`src/sv/fmrb_pkg.sv`:
```
`timescale 1ns / 1ps
// Shared types, constants and register map of the FM register bank with timers.
package fmrb_pkg;

    localparam int SHADOW_DEPTH = 512;
    localparam int ADDR_W       = $clog2(SHADOW_DEPTH);

    localparam int TIMER1_PRESCALE = 4;
    localparam int TIMER2_PRESCALE = 16;
    localparam int T1_CNT_W        = $clog2(256 * TIMER1_PRESCALE);
    localparam int T2_CNT_W        = $clog2(256 * TIMER2_PRESCALE);
    localparam int T1_LIM_W        = T1_CNT_W + 1;
    localparam int T2_LIM_W        = T2_CNT_W + 1;

    localparam int Q_DEPTH = 2;
    localparam int Q_PTR_W = $clog2(Q_DEPTH);
    localparam int Q_CNT_W = $clog2(Q_DEPTH + 1);

    // Register map (full shadow addresses)
    localparam logic [7:0]        REG_MODE      = 8'h05;
    localparam logic [ADDR_W-1:0] ADDR_T1_LOAD  = 9'h002;
    localparam logic [ADDR_W-1:0] ADDR_T2_LOAD  = 9'h003;
    localparam logic [ADDR_W-1:0] ADDR_TCTRL    = 9'h004;
    localparam logic [ADDR_W-1:0] ADDR_MODE     = 9'h105;
    localparam logic [8:0]        TIMER_SPAN    = 9'h100;

    // Bit positions
    localparam int MODE_NEW_BIT    = 0;
    localparam int MODE_NEW2_BIT   = 1;
    localparam int TCTRL_RST_BIT   = 7;
    localparam int TCTRL_MASK1_BIT = 6;
    localparam int TCTRL_MASK2_BIT = 5;
    localparam int TCTRL_EN2_BIT   = 1;
    localparam int TCTRL_EN1_BIT   = 0;

    typedef enum logic [1:0] {
        OP_READ  = 2'd0,
        OP_WRITE = 2'd1,
        OP_TICK  = 2'd2,
        OP_NOP   = 2'd3
    } op_t;

    typedef struct packed {
        op_t               op;
        logic [ADDR_W-1:0] addr;
        logic [7:0]        data;
        logic              new_mode;
        logic              new2_mode;
    } entry_t;

endpackage

```
`src/sv/fmrb_ifs.sv`:
```
`timescale 1ns / 1ps
// Command and response channel interfaces.
interface fmrb_cmd_if;
    logic       valid;
    logic       ready;
    logic [1:0] op;
    logic       bank;
    logic [7:0] reg_req;
    logic [7:0] data;

    modport source (output valid, output op, output bank, output reg_req, output data,
                    input ready);
    modport sink   (input valid, input op, input bank, input reg_req, input data,
                    output ready);
endinterface

interface fmrb_rsp_if;
    logic       valid;
    logic       ready;
    logic [7:0] read_data;
    logic       timer1_flag;
    logic       timer2_flag;
    logic       new_mode;
    logic       new2_mode;

    modport source (output valid, output read_data, output timer1_flag,
                    output timer2_flag, output new_mode, output new2_mode,
                    input ready);
    modport sink   (input valid, input read_data, input timer1_flag,
                    input timer2_flag, input new_mode, input new2_mode,
                    output ready);
endinterface

```
`src/sv/fmrb_front.sv`:
```
`timescale 1ns / 1ps
// Front end: accepts command items, resolves bank aliasing and tracks the mode bits.
module fmrb_front (
    input  logic              clk,
    input  logic              rst_n,
    fmrb_cmd_if.sink          cmd,
    input  logic              q_full,
    input  logic              clr_busy,
    output logic              push,
    output fmrb_pkg::entry_t  entry
);

    logic new_reg;
    logic new2_reg;
    logic alias_bank;
    logic mode_wr;

    assign cmd.ready = !q_full && !clr_busy;
    assign push      = cmd.valid && cmd.ready;

    always_comb
    begin
        // Bank 1 folds onto bank 0 until NEW is set, except the mode register
        alias_bank = cmd.bank && !new_reg && (cmd.reg_req != fmrb_pkg::REG_MODE);
        entry.op   = fmrb_pkg::op_t'(cmd.op);
        entry.addr = {cmd.bank && !alias_bank, cmd.reg_req};
        entry.data = cmd.data;
        mode_wr    = (entry.op == fmrb_pkg::OP_WRITE) && (entry.addr == fmrb_pkg::ADDR_MODE);
        entry.new_mode  = mode_wr ? cmd.data[fmrb_pkg::MODE_NEW_BIT]  : new_reg;
        entry.new2_mode = mode_wr ? cmd.data[fmrb_pkg::MODE_NEW2_BIT] : new2_reg;
    end

    always_ff @(posedge clk or negedge rst_n)
    begin
        if (!rst_n)
        begin
            new_reg  <= 1'b0;
            new2_reg <= 1'b0;
        end
        else if (push)
        begin
            new_reg  <= entry.new_mode;
            new2_reg <= entry.new2_mode;
        end
    end

endmodule

```
`src/sv/fmrb_queue.sv`:
```
`timescale 1ns / 1ps
// Short FIFO of decoded items between front and back end.
module fmrb_queue (
    input  logic              clk,
    input  logic              rst_n,
    input  logic              push,
    input  fmrb_pkg::entry_t  push_entry,
    input  logic              pop,
    output logic              full,
    output logic              not_empty,
    output fmrb_pkg::entry_t  head
);

    fmrb_pkg::entry_t                  slot_reg [fmrb_pkg::Q_DEPTH];
    logic [fmrb_pkg::Q_PTR_W-1:0]      wr_ptr_reg;
    logic [fmrb_pkg::Q_PTR_W-1:0]      rd_ptr_reg;
    logic [fmrb_pkg::Q_CNT_W-1:0]      count_reg;
    logic [fmrb_pkg::Q_PTR_W-1:0]      wr_ptr_next;
    logic [fmrb_pkg::Q_PTR_W-1:0]      rd_ptr_next;
    logic [fmrb_pkg::Q_CNT_W-1:0]      count_next;

    localparam logic [fmrb_pkg::Q_PTR_W-1:0] LAST_PTR = fmrb_pkg::Q_PTR_W'(fmrb_pkg::Q_DEPTH - 1);
    localparam logic [fmrb_pkg::Q_CNT_W-1:0] DEPTH_CNT = fmrb_pkg::Q_CNT_W'(fmrb_pkg::Q_DEPTH);

    assign full      = (count_reg == DEPTH_CNT);
    assign not_empty = (count_reg != '0);
    assign head      = slot_reg[rd_ptr_reg];

    always_comb
    begin
        wr_ptr_next = wr_ptr_reg;
        rd_ptr_next = rd_ptr_reg;
        count_next  = count_reg;
        if (push)
        begin
            wr_ptr_next = (wr_ptr_reg == LAST_PTR) ? '0 : wr_ptr_reg + 1'b1;
        end
        if (pop)
        begin
            rd_ptr_next = (rd_ptr_reg == LAST_PTR) ? '0 : rd_ptr_reg + 1'b1;
        end
        if (push && !pop)
        begin
            count_next = count_reg + 1'b1;
        end
        else if (pop && !push)
        begin
            count_next = count_reg - 1'b1;
        end
    end

    always_ff @(posedge clk or negedge rst_n)
    begin
        if (!rst_n)
        begin
            wr_ptr_reg <= '0;
            rd_ptr_reg <= '0;
            count_reg  <= '0;
        end
        else
        begin
            wr_ptr_reg <= wr_ptr_next;
            rd_ptr_reg <= rd_ptr_next;
            count_reg  <= count_next;
        end
    end

    always_ff @(posedge clk)
    begin
        if (push)
        begin
            slot_reg[wr_ptr_reg] <= push_entry;
        end
    end

endmodule

```
`src/sv/fmrb_back.sv`:
```
`timescale 1ns / 1ps
// Back end: shadow memory with clearing pass, timers and the response register.
module fmrb_back (
    input  logic              clk,
    input  logic              rst_n,
    input  logic              q_not_empty,
    input  fmrb_pkg::entry_t  head,
    output logic              pop,
    output logic              clr_busy,
    fmrb_rsp_if.source        rsp
);

    localparam int AW  = fmrb_pkg::ADDR_W;
    localparam int C1W = fmrb_pkg::T1_CNT_W;
    localparam int C2W = fmrb_pkg::T2_CNT_W;
    localparam int L1W = fmrb_pkg::T1_LIM_W;
    localparam int L2W = fmrb_pkg::T2_LIM_W;
    localparam logic [AW-1:0] LAST_ADDR = AW'(fmrb_pkg::SHADOW_DEPTH - 1);

    logic [7:0]     shadow_mem [fmrb_pkg::SHADOW_DEPTH];
    logic [7:0]     rd_data_reg;
    logic           rd_sel_reg;

    logic           clr_busy_reg;
    logic [AW-1:0]  clr_idx_reg;

    logic           rsp_valid_reg;
    logic           rsp_valid_next;
    logic           new_mode_reg;
    logic           new2_mode_reg;

    logic [C1W-1:0] t1_count_reg;
    logic [C1W-1:0] t1_count_next;
    logic [C2W-1:0] t2_count_reg;
    logic [C2W-1:0] t2_count_next;
    logic [7:0]     t1_reload_reg;
    logic [7:0]     t1_reload_next;
    logic [7:0]     t2_reload_reg;
    logic [7:0]     t2_reload_next;
    logic [1:0]     enables_reg;
    logic [1:0]     enables_next;
    logic [1:0]     masks_reg;
    logic [1:0]     masks_next;
    logic [1:0]     flags_reg;
    logic [1:0]     flags_next;

    logic [8:0]     t1_span;
    logic [8:0]     t2_span;
    logic [L1W-1:0] t1_limit;
    logic [L2W-1:0] t2_limit;
    logic [L1W-1:0] t1_inc;
    logic [L2W-1:0] t2_inc;
    logic           is_write;
    logic           is_tick;

    assign clr_busy = clr_busy_reg;
    assign pop      = q_not_empty && !clr_busy_reg && (!rsp_valid_reg || rsp.ready);
    assign is_write = (head.op == fmrb_pkg::OP_WRITE);
    assign is_tick  = (head.op == fmrb_pkg::OP_TICK);

    assign rsp.valid       = rsp_valid_reg;
    assign rsp.read_data   = rd_sel_reg ? rd_data_reg : 8'h00;
    assign rsp.timer1_flag = flags_reg[0];
    assign rsp.timer2_flag = flags_reg[1];
    assign rsp.new_mode    = new_mode_reg;
    assign rsp.new2_mode   = new2_mode_reg;

    always_comb
    begin
        t1_span  = fmrb_pkg::TIMER_SPAN - {1'b0, t1_reload_reg};
        t2_span  = fmrb_pkg::TIMER_SPAN - {1'b0, t2_reload_reg};
        t1_limit = L1W'(t1_span) * L1W'(fmrb_pkg::TIMER1_PRESCALE);
        t2_limit = L2W'(t2_span) * L2W'(fmrb_pkg::TIMER2_PRESCALE);
        t1_inc   = {1'b0, t1_count_reg} + 1'b1;
        t2_inc   = {1'b0, t2_count_reg} + 1'b1;

        t1_count_next  = t1_count_reg;
        t2_count_next  = t2_count_reg;
        t1_reload_next = t1_reload_reg;
        t2_reload_next = t2_reload_reg;
        enables_next   = enables_reg;
        masks_next     = masks_reg;
        flags_next     = flags_reg;

        if (pop && is_tick)
        begin
            if (enables_reg[0])
            begin
                if (t1_inc >= t1_limit)
                begin
                    t1_count_next = '0;
                    if (!masks_reg[0])
                    begin
                        flags_next[0] = 1'b1;
                    end
                end
                else
                begin
                    t1_count_next = t1_inc[C1W-1:0];
                end
            end
            if (enables_reg[1])
            begin
                if (t2_inc >= t2_limit)
                begin
                    t2_count_next = '0;
                    if (!masks_reg[1])
                    begin
                        flags_next[1] = 1'b1;
                    end
                end
                else
                begin
                    t2_count_next = t2_inc[C2W-1:0];
                end
            end
        end
        else if (pop && is_write)
        begin
            case (head.addr)
                fmrb_pkg::ADDR_T1_LOAD: t1_reload_next = head.data;
                fmrb_pkg::ADDR_T2_LOAD: t2_reload_next = head.data;
                fmrb_pkg::ADDR_TCTRL:
                begin
                    // Flag reset leaves enables and masks alone
                    if (head.data[fmrb_pkg::TCTRL_RST_BIT])
                    begin
                        flags_next = 2'b00;
                    end
                    else
                    begin
                        enables_next = {head.data[fmrb_pkg::TCTRL_EN2_BIT],
                                        head.data[fmrb_pkg::TCTRL_EN1_BIT]};
                        masks_next   = {head.data[fmrb_pkg::TCTRL_MASK2_BIT],
                                        head.data[fmrb_pkg::TCTRL_MASK1_BIT]};
                    end
                end
                default: ;
            endcase
        end

        rsp_valid_next = rsp_valid_reg;
        if (pop)
        begin
            rsp_valid_next = 1'b1;
        end
        else if (rsp.ready)
        begin
            rsp_valid_next = 1'b0;
        end
    end

    always_ff @(posedge clk or negedge rst_n)
    begin
        if (!rst_n)
        begin
            clr_busy_reg  <= 1'b1;
            clr_idx_reg   <= '0;
            rsp_valid_reg <= 1'b0;
            new_mode_reg  <= 1'b0;
            new2_mode_reg <= 1'b0;
            rd_sel_reg    <= 1'b0;
            t1_count_reg  <= '0;
            t2_count_reg  <= '0;
            t1_reload_reg <= '0;
            t2_reload_reg <= '0;
            enables_reg   <= '0;
            masks_reg     <= '0;
            flags_reg     <= '0;
        end
        else
        begin
            if (clr_busy_reg)
            begin
                clr_idx_reg <= clr_idx_reg + 1'b1;
                if (clr_idx_reg == LAST_ADDR)
                begin
                    clr_busy_reg <= 1'b0;
                end
            end
            rsp_valid_reg <= rsp_valid_next;
            if (pop)
            begin
                new_mode_reg  <= head.new_mode;
                new2_mode_reg <= head.new2_mode;
                rd_sel_reg    <= (head.op == fmrb_pkg::OP_READ);
            end
            t1_count_reg  <= t1_count_next;
            t2_count_reg  <= t2_count_next;
            t1_reload_reg <= t1_reload_next;
            t2_reload_reg <= t2_reload_next;
            enables_reg   <= enables_next;
            masks_reg     <= masks_next;
            flags_reg     <= flags_next;
        end
    end

    // Shadow memory: one write port, registered read
    always_ff @(posedge clk)
    begin
        if (clr_busy_reg)
        begin
            shadow_mem[clr_idx_reg] <= 8'h00;
        end
        else if (pop && is_write)
        begin
            shadow_mem[head.addr] <= head.data;
        end
        if (pop)
        begin
            rd_data_reg <= shadow_mem[head.addr];
        end
    end

endmodule

```
`src/sv/fm_register_bank_with_timers.sv`:
```
`timescale 1ns / 1ps
// Response path: an accepted command goes into a queue slot, then through the memory/timer
// stage, whose response register drives response valid.
// Throughput: one item per cycle through the memory/timer stage, unless the receiver stalls.
// The response register holds a stalled result while the front keeps filling a 2-entry queue.
// Reset: asynchronous, active low; timers, flags and mode bits clear at once.
// After reset a pass zeroes all 512 shadow memory entries; no command is taken until it ends.
module fm_register_bank_with_timers (
    input  logic        clk,
    input  logic        rst_n,
    fmrb_cmd_if.sink    cmd,
    fmrb_rsp_if.source  rsp
);

    logic              push;
    logic              pop;
    logic              q_full;
    logic              q_not_empty;
    logic              clr_busy;
    fmrb_pkg::entry_t  push_entry;
    fmrb_pkg::entry_t  head;

    fmrb_front u_front (
        .clk      (clk),
        .rst_n    (rst_n),
        .cmd      (cmd),
        .q_full   (q_full),
        .clr_busy (clr_busy),
        .push     (push),
        .entry    (push_entry)
    );

    fmrb_queue u_queue (
        .clk        (clk),
        .rst_n      (rst_n),
        .push       (push),
        .push_entry (push_entry),
        .pop        (pop),
        .full       (q_full),
        .not_empty  (q_not_empty),
        .head       (head)
    );

    fmrb_back u_back (
        .clk         (clk),
        .rst_n       (rst_n),
        .q_not_empty (q_not_empty),
        .head        (head),
        .pop         (pop),
        .clr_busy    (clr_busy),
        .rsp         (rsp)
    );

endmodule

```
`src/flat_wrapper.sv`:
```
// flat-port wrapper written by rule: the top's interface ports become plain ports
module fm_register_bank_with_timers_flat 
  (clk, rst_n, cmd_valid, cmd_op, cmd_bank, cmd_reg_req, cmd_data, cmd_ready, rsp_valid, rsp_read_data, rsp_timer1_flag, rsp_timer2_flag, rsp_new_mode, rsp_new2_mode, rsp_ready);
  fmrb_cmd_if cmd_i ();
  fmrb_rsp_if rsp_i ();
  input  logic clk;
  input  logic rst_n;
  input wire logic [$bits(cmd_i.valid)-1:0] cmd_valid;
  input wire logic [$bits(cmd_i.op)-1:0] cmd_op;
  input wire logic [$bits(cmd_i.bank)-1:0] cmd_bank;
  input wire logic [$bits(cmd_i.reg_req)-1:0] cmd_reg_req;
  input wire logic [$bits(cmd_i.data)-1:0] cmd_data;
  output wire logic [$bits(cmd_i.ready)-1:0] cmd_ready;
  output wire logic [$bits(rsp_i.valid)-1:0] rsp_valid;
  output wire logic [$bits(rsp_i.read_data)-1:0] rsp_read_data;
  output wire logic [$bits(rsp_i.timer1_flag)-1:0] rsp_timer1_flag;
  output wire logic [$bits(rsp_i.timer2_flag)-1:0] rsp_timer2_flag;
  output wire logic [$bits(rsp_i.new_mode)-1:0] rsp_new_mode;
  output wire logic [$bits(rsp_i.new2_mode)-1:0] rsp_new2_mode;
  input wire logic [$bits(rsp_i.ready)-1:0] rsp_ready;
  assign cmd_i.valid = cmd_valid;
  assign cmd_i.op = cmd_op;
  assign cmd_i.bank = cmd_bank;
  assign cmd_i.reg_req = cmd_reg_req;
  assign cmd_i.data = cmd_data;
  assign cmd_ready = cmd_i.ready;
  assign rsp_valid = rsp_i.valid;
  assign rsp_read_data = rsp_i.read_data;
  assign rsp_timer1_flag = rsp_i.timer1_flag;
  assign rsp_timer2_flag = rsp_i.timer2_flag;
  assign rsp_new_mode = rsp_i.new_mode;
  assign rsp_new2_mode = rsp_i.new2_mode;
  assign rsp_i.ready = rsp_ready;
  fm_register_bank_with_timers u_core (.clk(clk), .rst_n(rst_n), .cmd(cmd_i), .rsp(rsp_i));
endmodule
```
`config.mk`:
```
export PLATFORM = sky130hd
export DESIGN_NAME = fm_register_bank_with_timers_flat
export DESIGN_NICKNAME = d
export VERILOG_FILES = /design/src/sv/fmrb_pkg.sv /design/src/sv/fmrb_ifs.sv /design/src/sv/fmrb_front.sv /design/src/sv/fmrb_queue.sv /design/src/sv/fmrb_back.sv /design/src/sv/fm_register_bank_with_timers.sv /design/src/flat_wrapper.sv
export SDC_FILE = /design/constraint.sdc
export NUM_CORES = 2
export LEC_CHECK = 0
export ABC_AREA = 0
export BUFFER_PORTS_ARGS = -buffer_cell sky130_fd_sc_hd__clkbuf_2
export CAP_MARGIN = 15
export CORE_ASPECT_RATIO = 2
export CORE_UTILIZATION = 50
export CTS_CLUSTER_SIZE = 28
export DETAILED_ROUTE_END_ITERATION = 7
export PLACE_DENSITY = 0.73
export SLEW_MARGIN = 40
export SYNTH_ARGS = -nofsm -noshare
export SYNTH_HDL_FRONTEND = slang
export SYNTH_MEMORY_MAX_BITS = 65536
export SYNTH_SLANG_ARGS = --single-unit
```
`constraint.sdc`:
```
create_clock -name clk -period 19.28 [get_ports clk]
set_clock_uncertainty 0.2 [all_clocks]
set_input_delay 5.784 -clock clk [delete_from_list [all_inputs] [get_ports clk]]
set_output_delay 5.784 -clock clk [all_outputs]
set_load 0.02 [all_outputs]
```
# Yosys cells after proc, flatten, opt, wreduce, memory -nomap -nowiden
# Memories as Yosys holds them, arrays and structs flattened. A register that Yosys moved wholly into a read port is not among the register bits.
# Index checks and enable logic that the tools add are counted.
# word_totals
ff_bits	64
mem_bits_rw	4138
inputBits	23
output_inout_bits	14
n_memories	2
# op_classes
n_addsub	9
order_cmp	2
n_eq_ne	16
n_mux	33
bitwise	2
n_reduce_logical	35
# memory_table
memory	depth	word_bits	rd	rd_clocked_by_memory_dff	write_ports	line	text
u_core.u_back.shadow_mem	512	8	1	1	1	fmrb_back.sv:20	logic [7:0] shadow_mem [fmrb_pkg::SHADOW_DEPTH];
u_core.u_queue.slot_reg	2	21	1	0	1	fmrb_queue.sv:14	fmrb_pkg::entry_t slot_reg [fmrb_pkg::Q_DEPTH];
# ops
op	n
2-to-1 mux 1 bit	22
== test 9 x 2 -> 1 bit (second input constant)	2
== test 9 bit (second input constant)	2
subtractor 9 x 8 -> 9 bit (first input constant)	2
2-to-1 mux 8 bit	2
adder 12 x 1 -> 13 bit (second input constant)	1
greater-or-equal comparator 13 bit	1
logical AND 1 bit	12
2-to-1 mux 12 bit	1
2-to-1 mux 2 bit	6
AND reduction 6 bit	2
nonzero test 2 bit	6
adder 10 x 1 -> 11 bit (second input constant)	1
greater-or-equal comparator 11 bit	1
2-to-1 mux 10 bit	1
adder 9 x 1 -> 9 bit (second input constant)	1
== test 9 x 3 -> 1 bit (second input constant)	1
2-to-1 mux 9 bit	1
!= test 2 bit (second input constant)	4
!= test 8 x 3 -> 1 bit (second input constant)	1
OR reduction 8 bit	1
zero test 1 bit	7
AND reduction 3 bit	2
== test 2 x 1 -> 1 bit (second input constant)	2
10 further kinds	15

# Depth between registers and ports, before layout
# depth
word_depth	9
mapped_depth	16
depth_no_buf	14

# Modules after synthesis
# A second synthesis with hierarchy kept.
# hier_totals
hier_cells	7999
hier_area_um2	164786.8
# modules_own_cells
module	instances	cells_each	area_each_um2
fmrb_back	1	7885	162746.1
fmrb_queue	1	81	1709.1
fmrb_front	1	33	331.6

# Least setup slack after synthesis
# No wires, ideal clock.
# synth_path
kind	input to register
startpoint	input port rsp_ready
endpoint	memory u_core.u_back.shadow_mem[0][7], data pin
setup_ns	2.575
t_arrival_ns	18.247
t_required_ns	16.505
setup_slack_ns	-1.742
path_stages	5
n_path_buf	1
path_cell_list	inv_1 -> a21oi_1 -> nand2_1 -> buf_2 -> nor2_1
# synth_via
elab_chain_cells	8
# synth_lines
element	line	text
start, declared	flat_wrapper.sv:20	input wire logic [$bits(rsp_i.ready)-1:0] rsp_ready;
logical OR 1 bit	fmrb_back.sv:57	assign pop = q_not_empty && !clr_busy_reg && (!rsp_valid_reg || rsp.ready);
logical AND 1 bit	fmrb_back.sv:57	
logical AND 1 bit	fmrb_back.sv:205	else if (pop && is_write)
2-to-1 mux 1 bit	fmrb_back.sv:205	
2-to-1 mux 1 bit	fmrb_back.sv:201	if (clr_busy_reg)
2-to-1 mux 1 bit (not written as such)	fmrb_back.sv:207	shadow_mem[head.addr] <= head.data;
OR reduction 8 bit (no source line)	--	
2-to-1 mux 8 bit (no source line)	--	
end, declared	fmrb_back.sv:20	
# No other way between the ends.

# Worst setup path after layout
# layout_path
startpoint	input port rsp_ready
endpoint	memory u_core.u_back.shadow_mem[27][0] (enable)
# layout_via
elab_chain_cells	8
# layout_lines
element	line
logical OR 1 bit (*)	fmrb_back.sv:57
logical AND 1 bit (*)	fmrb_back.sv:57
logical AND 1 bit (*)	fmrb_back.sv:205
2-to-1 mux 1 bit (*)	fmrb_back.sv:205
2-to-1 mux 1 bit (*)	fmrb_back.sv:201
2-to-1 mux 1 bit (not written as such) (*)	fmrb_back.sv:207
OR reduction 8 bit (no source line)	--
2-to-1 mux 9 bit (no source line) / 2-to-1 mux 1 bit (equally long branches)	--
# Mark *: on every way between the ends. The rest lies on a longest branch, timed or not.

==> results_dict.tcl <==
set metrics [dict create \
    rr_worst_depth 14 \
    mappedNetlistArea_um2 168000 \
    synth_sequential_area_ratio_pct 75.1 \
    power.ir.vdd_worst_mv 0.120 \
    number_of_buffers_on_the_longest_clock_path 4 \
    min_period_ps 9430 \
    routed_wirelength_mm 565 \
    worstHoldStart "u_core.u_front.new2_reg" \
    synth-edff-count 4146 \
    first_global_vias 106654 \
    port_buffers 36 \
    cp-end-kind "register" \
    core_area_um2 334000 \
    number_of_filler_cells_placed_in_the_layout 25704 \
    ioPinCount 37 \
    power.leakage_nw 61.3 \
    setup-violations-final 0 \
    routed_via_density 6.70 \
    globalplace.congestion 1.03 \
    finalCoreUtilization_pct 55.1 \
    maxcap_viol_count 0 \
    clock_tree.root_cell "sky130_fd_sc_hd__clkbuf_16" \
    clock_sink_count 4210 \
    grt_antenna_before_repair 32 \
    dp_hpwl_mm 346 \
    violations "DRC" \
    grt.total_usage_pct 32.7 \
    detail_route.wl_per_cell_um 34.4 \
    post-route-drc-count 1 \
    crit_required_ps 19630 \
    cellPowerDensity_nw_per_um2 142 \
    syn2layout_area_growth_pct 9.59 \
    tritoncts "built" \
    synth-async-reset-ratio_pct 1.52 \
    post_synthesis_sequential_element_count 4210 \
    setup.worst_path.class "primary input to register" \
    synth_area_per_cell_um2 14.1 \
    row_count 300 \
    synth-xor-area-share_pct 0.203 \
    status "finished with violations" \
    grt_first_pass_wirelength_mm 779 \
    synthFlopType "sky130_fd_sc_hd__edfxtp_1" \
    placed_area_um2 173000 \
    grt.overflow.total 0 \
    drive_above_1_share_pct 9.89 \
    finalInstanceArea_um2 184000 \
    die_area_um2 338000 \
    fmax_ghz 0.106 \
    dieWidth_um 412 \
    netlist_instances 11898 \
    buffers_inserted_by_post_cts_timing_repair 0 \
    critical_path.reg2reg.startpoint "u_core.u_queue.rd_ptr_reg" \
    hold_ws_ps 298 \
    critical_path.max_stage_delay_ps 730 \
    cts_hold_buf 0 \
    rsz0062_at_grt "false" \
    clk_latency_ps 940 \
    layout.nets 11803 \
    min_delay_path_depth 2 \
    dr.first_iter.drc_count 17606 \
    timing.critical_path.mode_cell "sky130_fd_sc_hd__buf_4" \
    synth_top_family_by_area "simple AND/OR/NAND/NOR gates" \
    antenna_violating_nets_post_route 0 \
    timing_max_transition_violations_final 0 \
    crit_path_start_kind "primary input" \
    totalNegativeSetupSlack_ps 0 \
    dr.pass1.iters 8 \
    post_cts_resized 0 \
    timing.critical_path.cells "clkbuf_2 -> inv_1 -> a21oi_2 -> buf_4 -> nand2_1 -> buf_4 -> o31ai_2 -> nand2_4 -> buf_4 -> nor2_1" \
    start_util_pct 50.3 \
    cts_htree_levels 5 \
    dp_cell_count 15793 \
    worst_path_max_delay_cell "sky130_fd_sc_hd__o31ai_2" \
    timing.slew.headroom_pct 31.9 \
    postSynthNetCount 11947 \
    crit_path_start "rsp_ready" \
    synth_compound_gate_area_share_pct 4.88 \
    mux_cell_area_share_after_synthesis_pct 4.12 \
    grt_max_degree 165 \
    worst_hold_path_type "register to register" \
    synth.distinct_cells 84 \
    crit_arrival_ps 9790 \
    final-instance-count-excl-fill 16416 \
    worst_setup_hold_path_clk_slew_ps 70 \
    worst_pin_slew_ps 1020 \
    flip_flop_count_of_the_largest_register_all_copies_and_words_added 4096 \
    detailroute.via_count 110017 \
    layout_worst_path_cycle_share_pct 48.9 \
    timing.critical_path.fanout_max 33 \
    synth_simple_gate_area_share_pct 13.1 \
    synth_adder_area_share_pct 0.194 \
    yosys_warnings 0 \
    cts_inserted_buffers 329 \
    hold_violations 0 \
    dieHeight_um 822 \
]
-- where the power goes --
| group | leakage [nW] | switching (W) | internal, W |
|---|---|---|---|
| clock | 5.18 | 0.00323 | 0.00374 |
| sequential | 39.4 | 0.0000341 | 0.0105 |
| combinational | 16.7 | 0.00666 | 0.00200 |
| total | 61.3 | 0.00993 | 0.0162 |
-- critical path, delay by kind of cell --
family,cells,cell delay (ps)
AND/OR/NAND/NOR,3,1430
buffers and inverters,5,1350
AO/OA/AOI/OAI,2,1110
-- per-layer routing --
layer	GRT usage (%)	share of wire, %	vias up
met5	0	0.023	-
met1	35.4	29	53674
met4	31.8	12	20
li1	-	-	44104
met3	7.24	12	2668
met2	52.5	47	9551
-- through the flow --
step / total power (W) / setup WS, ps
after floorplan: 0.0153 / 3760
after global placement: 0.0187 / 8460
after detailed placement: 0.0188 / 8940
after CTS: 0.0256 / 9860
after global routing: 0.0264 / 9690
final: 0.0261 / 9850
-- synthesized netlist by cell type (23+ instances only) --
cell type                   number  area, um^2
sky130_fd_sc_hd__a311oi_1      128        1120
sky130_fd_sc_hd__buf_1          45         169
sky130_fd_sc_hd__o21ai_1        23         115
sky130_fd_sc_hd__a2111oi_0      41         359
sky130_fd_sc_hd__a31oi_1       249        1560
sky130_fd_sc_hd__a21oi_1       245        1230
sky130_fd_sc_hd__nand4_1        77         482
sky130_fd_sc_hd__buf_4          64         480
sky130_fd_sc_hd__ha_1           26         325
sky130_fd_sc_hd__nand2_1      3064       11500
sky130_fd_sc_hd__nor2_1        644        2420
sky130_fd_sc_hd__and3_1        202        1260
sky130_fd_sc_hd__nor3_1         29         145
sky130_fd_sc_hd__nand3_1      1142        5720
sky130_fd_sc_hd__o22ai_1        23         144
sky130_fd_sc_hd__o21ai_0        95         475
sky130_fd_sc_hd__dfrtp_1        63        1580
sky130_fd_sc_hd__a32oi_1        72         631
sky130_fd_sc_hd__buf_2         458        2290
sky130_fd_sc_hd__clkbuf_1      197         739
sky130_fd_sc_hd__edfxtp_1     4146      124000
sky130_fd_sc_hd__mux2_2         28         315
sky130_fd_sc_hd__a22oi_1        75         563
sky130_fd_sc_hd__mux4_2        219        4930
sky130_fd_sc_hd__mux2i_1       146        1460
sky130_fd_sc_hd__o2111ai_1      45         394
-- cell type report --
cell class | instances | area (um^2) | share of cell area (%)
Antenna cell | 30 | 75.1 | 0.0408
Clock buffer | 385 | 8720 | 4.74
Clock inverter | 199 | 2020 | 1.10
Inverter | 22 | 82.6 | 0.0449
Multi-Input combinational cell | 6881 | 38600 | 21.0
Sequential cell | 4210 | 126000 | 68.5
Tap cell | 4379 | 5480 | 2.98
Timing Repair Buffer | 310 | 2900 | 1.58
-- layout by cell type, fill, tap and decap left out, types with 41 or more instances in the layout --
cell and count:
sky130_fd_sc_hd__mux2i_1 144, sky130_fd_sc_hd__a31oi_1 247, sky130_fd_sc_hd__clkbuf_1 43, sky130_fd_sc_hd__mux4_2 219, sky130_fd_sc_hd__o2111ai_1 41, sky130_fd_sc_hd__dfrtp_1 62
sky130_fd_sc_hd__a311oi_1 124, sky130_fd_sc_hd__nor2_1 625, sky130_fd_sc_hd__clkinv_2 45, sky130_fd_sc_hd__and3_1 194, sky130_fd_sc_hd__o21ai_0 91, sky130_fd_sc_hd__edfxtp_1 4146
sky130_fd_sc_hd__a32oi_1 72, sky130_fd_sc_hd__nand4_1 77, sky130_fd_sc_hd__buf_4 195, sky130_fd_sc_hd__clkbuf_16 342, sky130_fd_sc_hd__a21oi_1 239, sky130_fd_sc_hd__nand3_1 1137
sky130_fd_sc_hd__clkinv_1 55, sky130_fd_sc_hd__nand2_1 3031, sky130_fd_sc_hd__a22oi_1 75
-- cells by family (layout without fill, tap and decap cells) --
kind of cell,after synthesis,count (layout)
AO/OA/AOI/OAI,1177,1177
XOR/XNOR,39,39
adder cells (fa/ha/maj),26,26
buffers and inverters,807,916
flip-flops,4210,4210
multiplexers,405,405
other,0,30
AND/OR/NAND/NOR,5234,5234
-- path summary, 6_finish.rpt --
| kind | end | slack, ps |
|---|---|---|
| max in group asynchronous | u_core.u_queue.rd_ptr_reg | 13620 |
| min in group asynchronous | u_core.u_back.t2_reload_reg[5] | 4750 |
| worst max register to register | u_core.u_back.rd_data_reg[5] | 11400 |
| worst min register to register | u_core.u_front.new2_reg | 300 |
| worst max-delay path | u_core.u_back.shadow_mem[27][0] | 9850 |
| worst min-delay path | u_core.u_front.new2_reg | 300 |
Note: power is estimated with default switching activity, not from simulation.
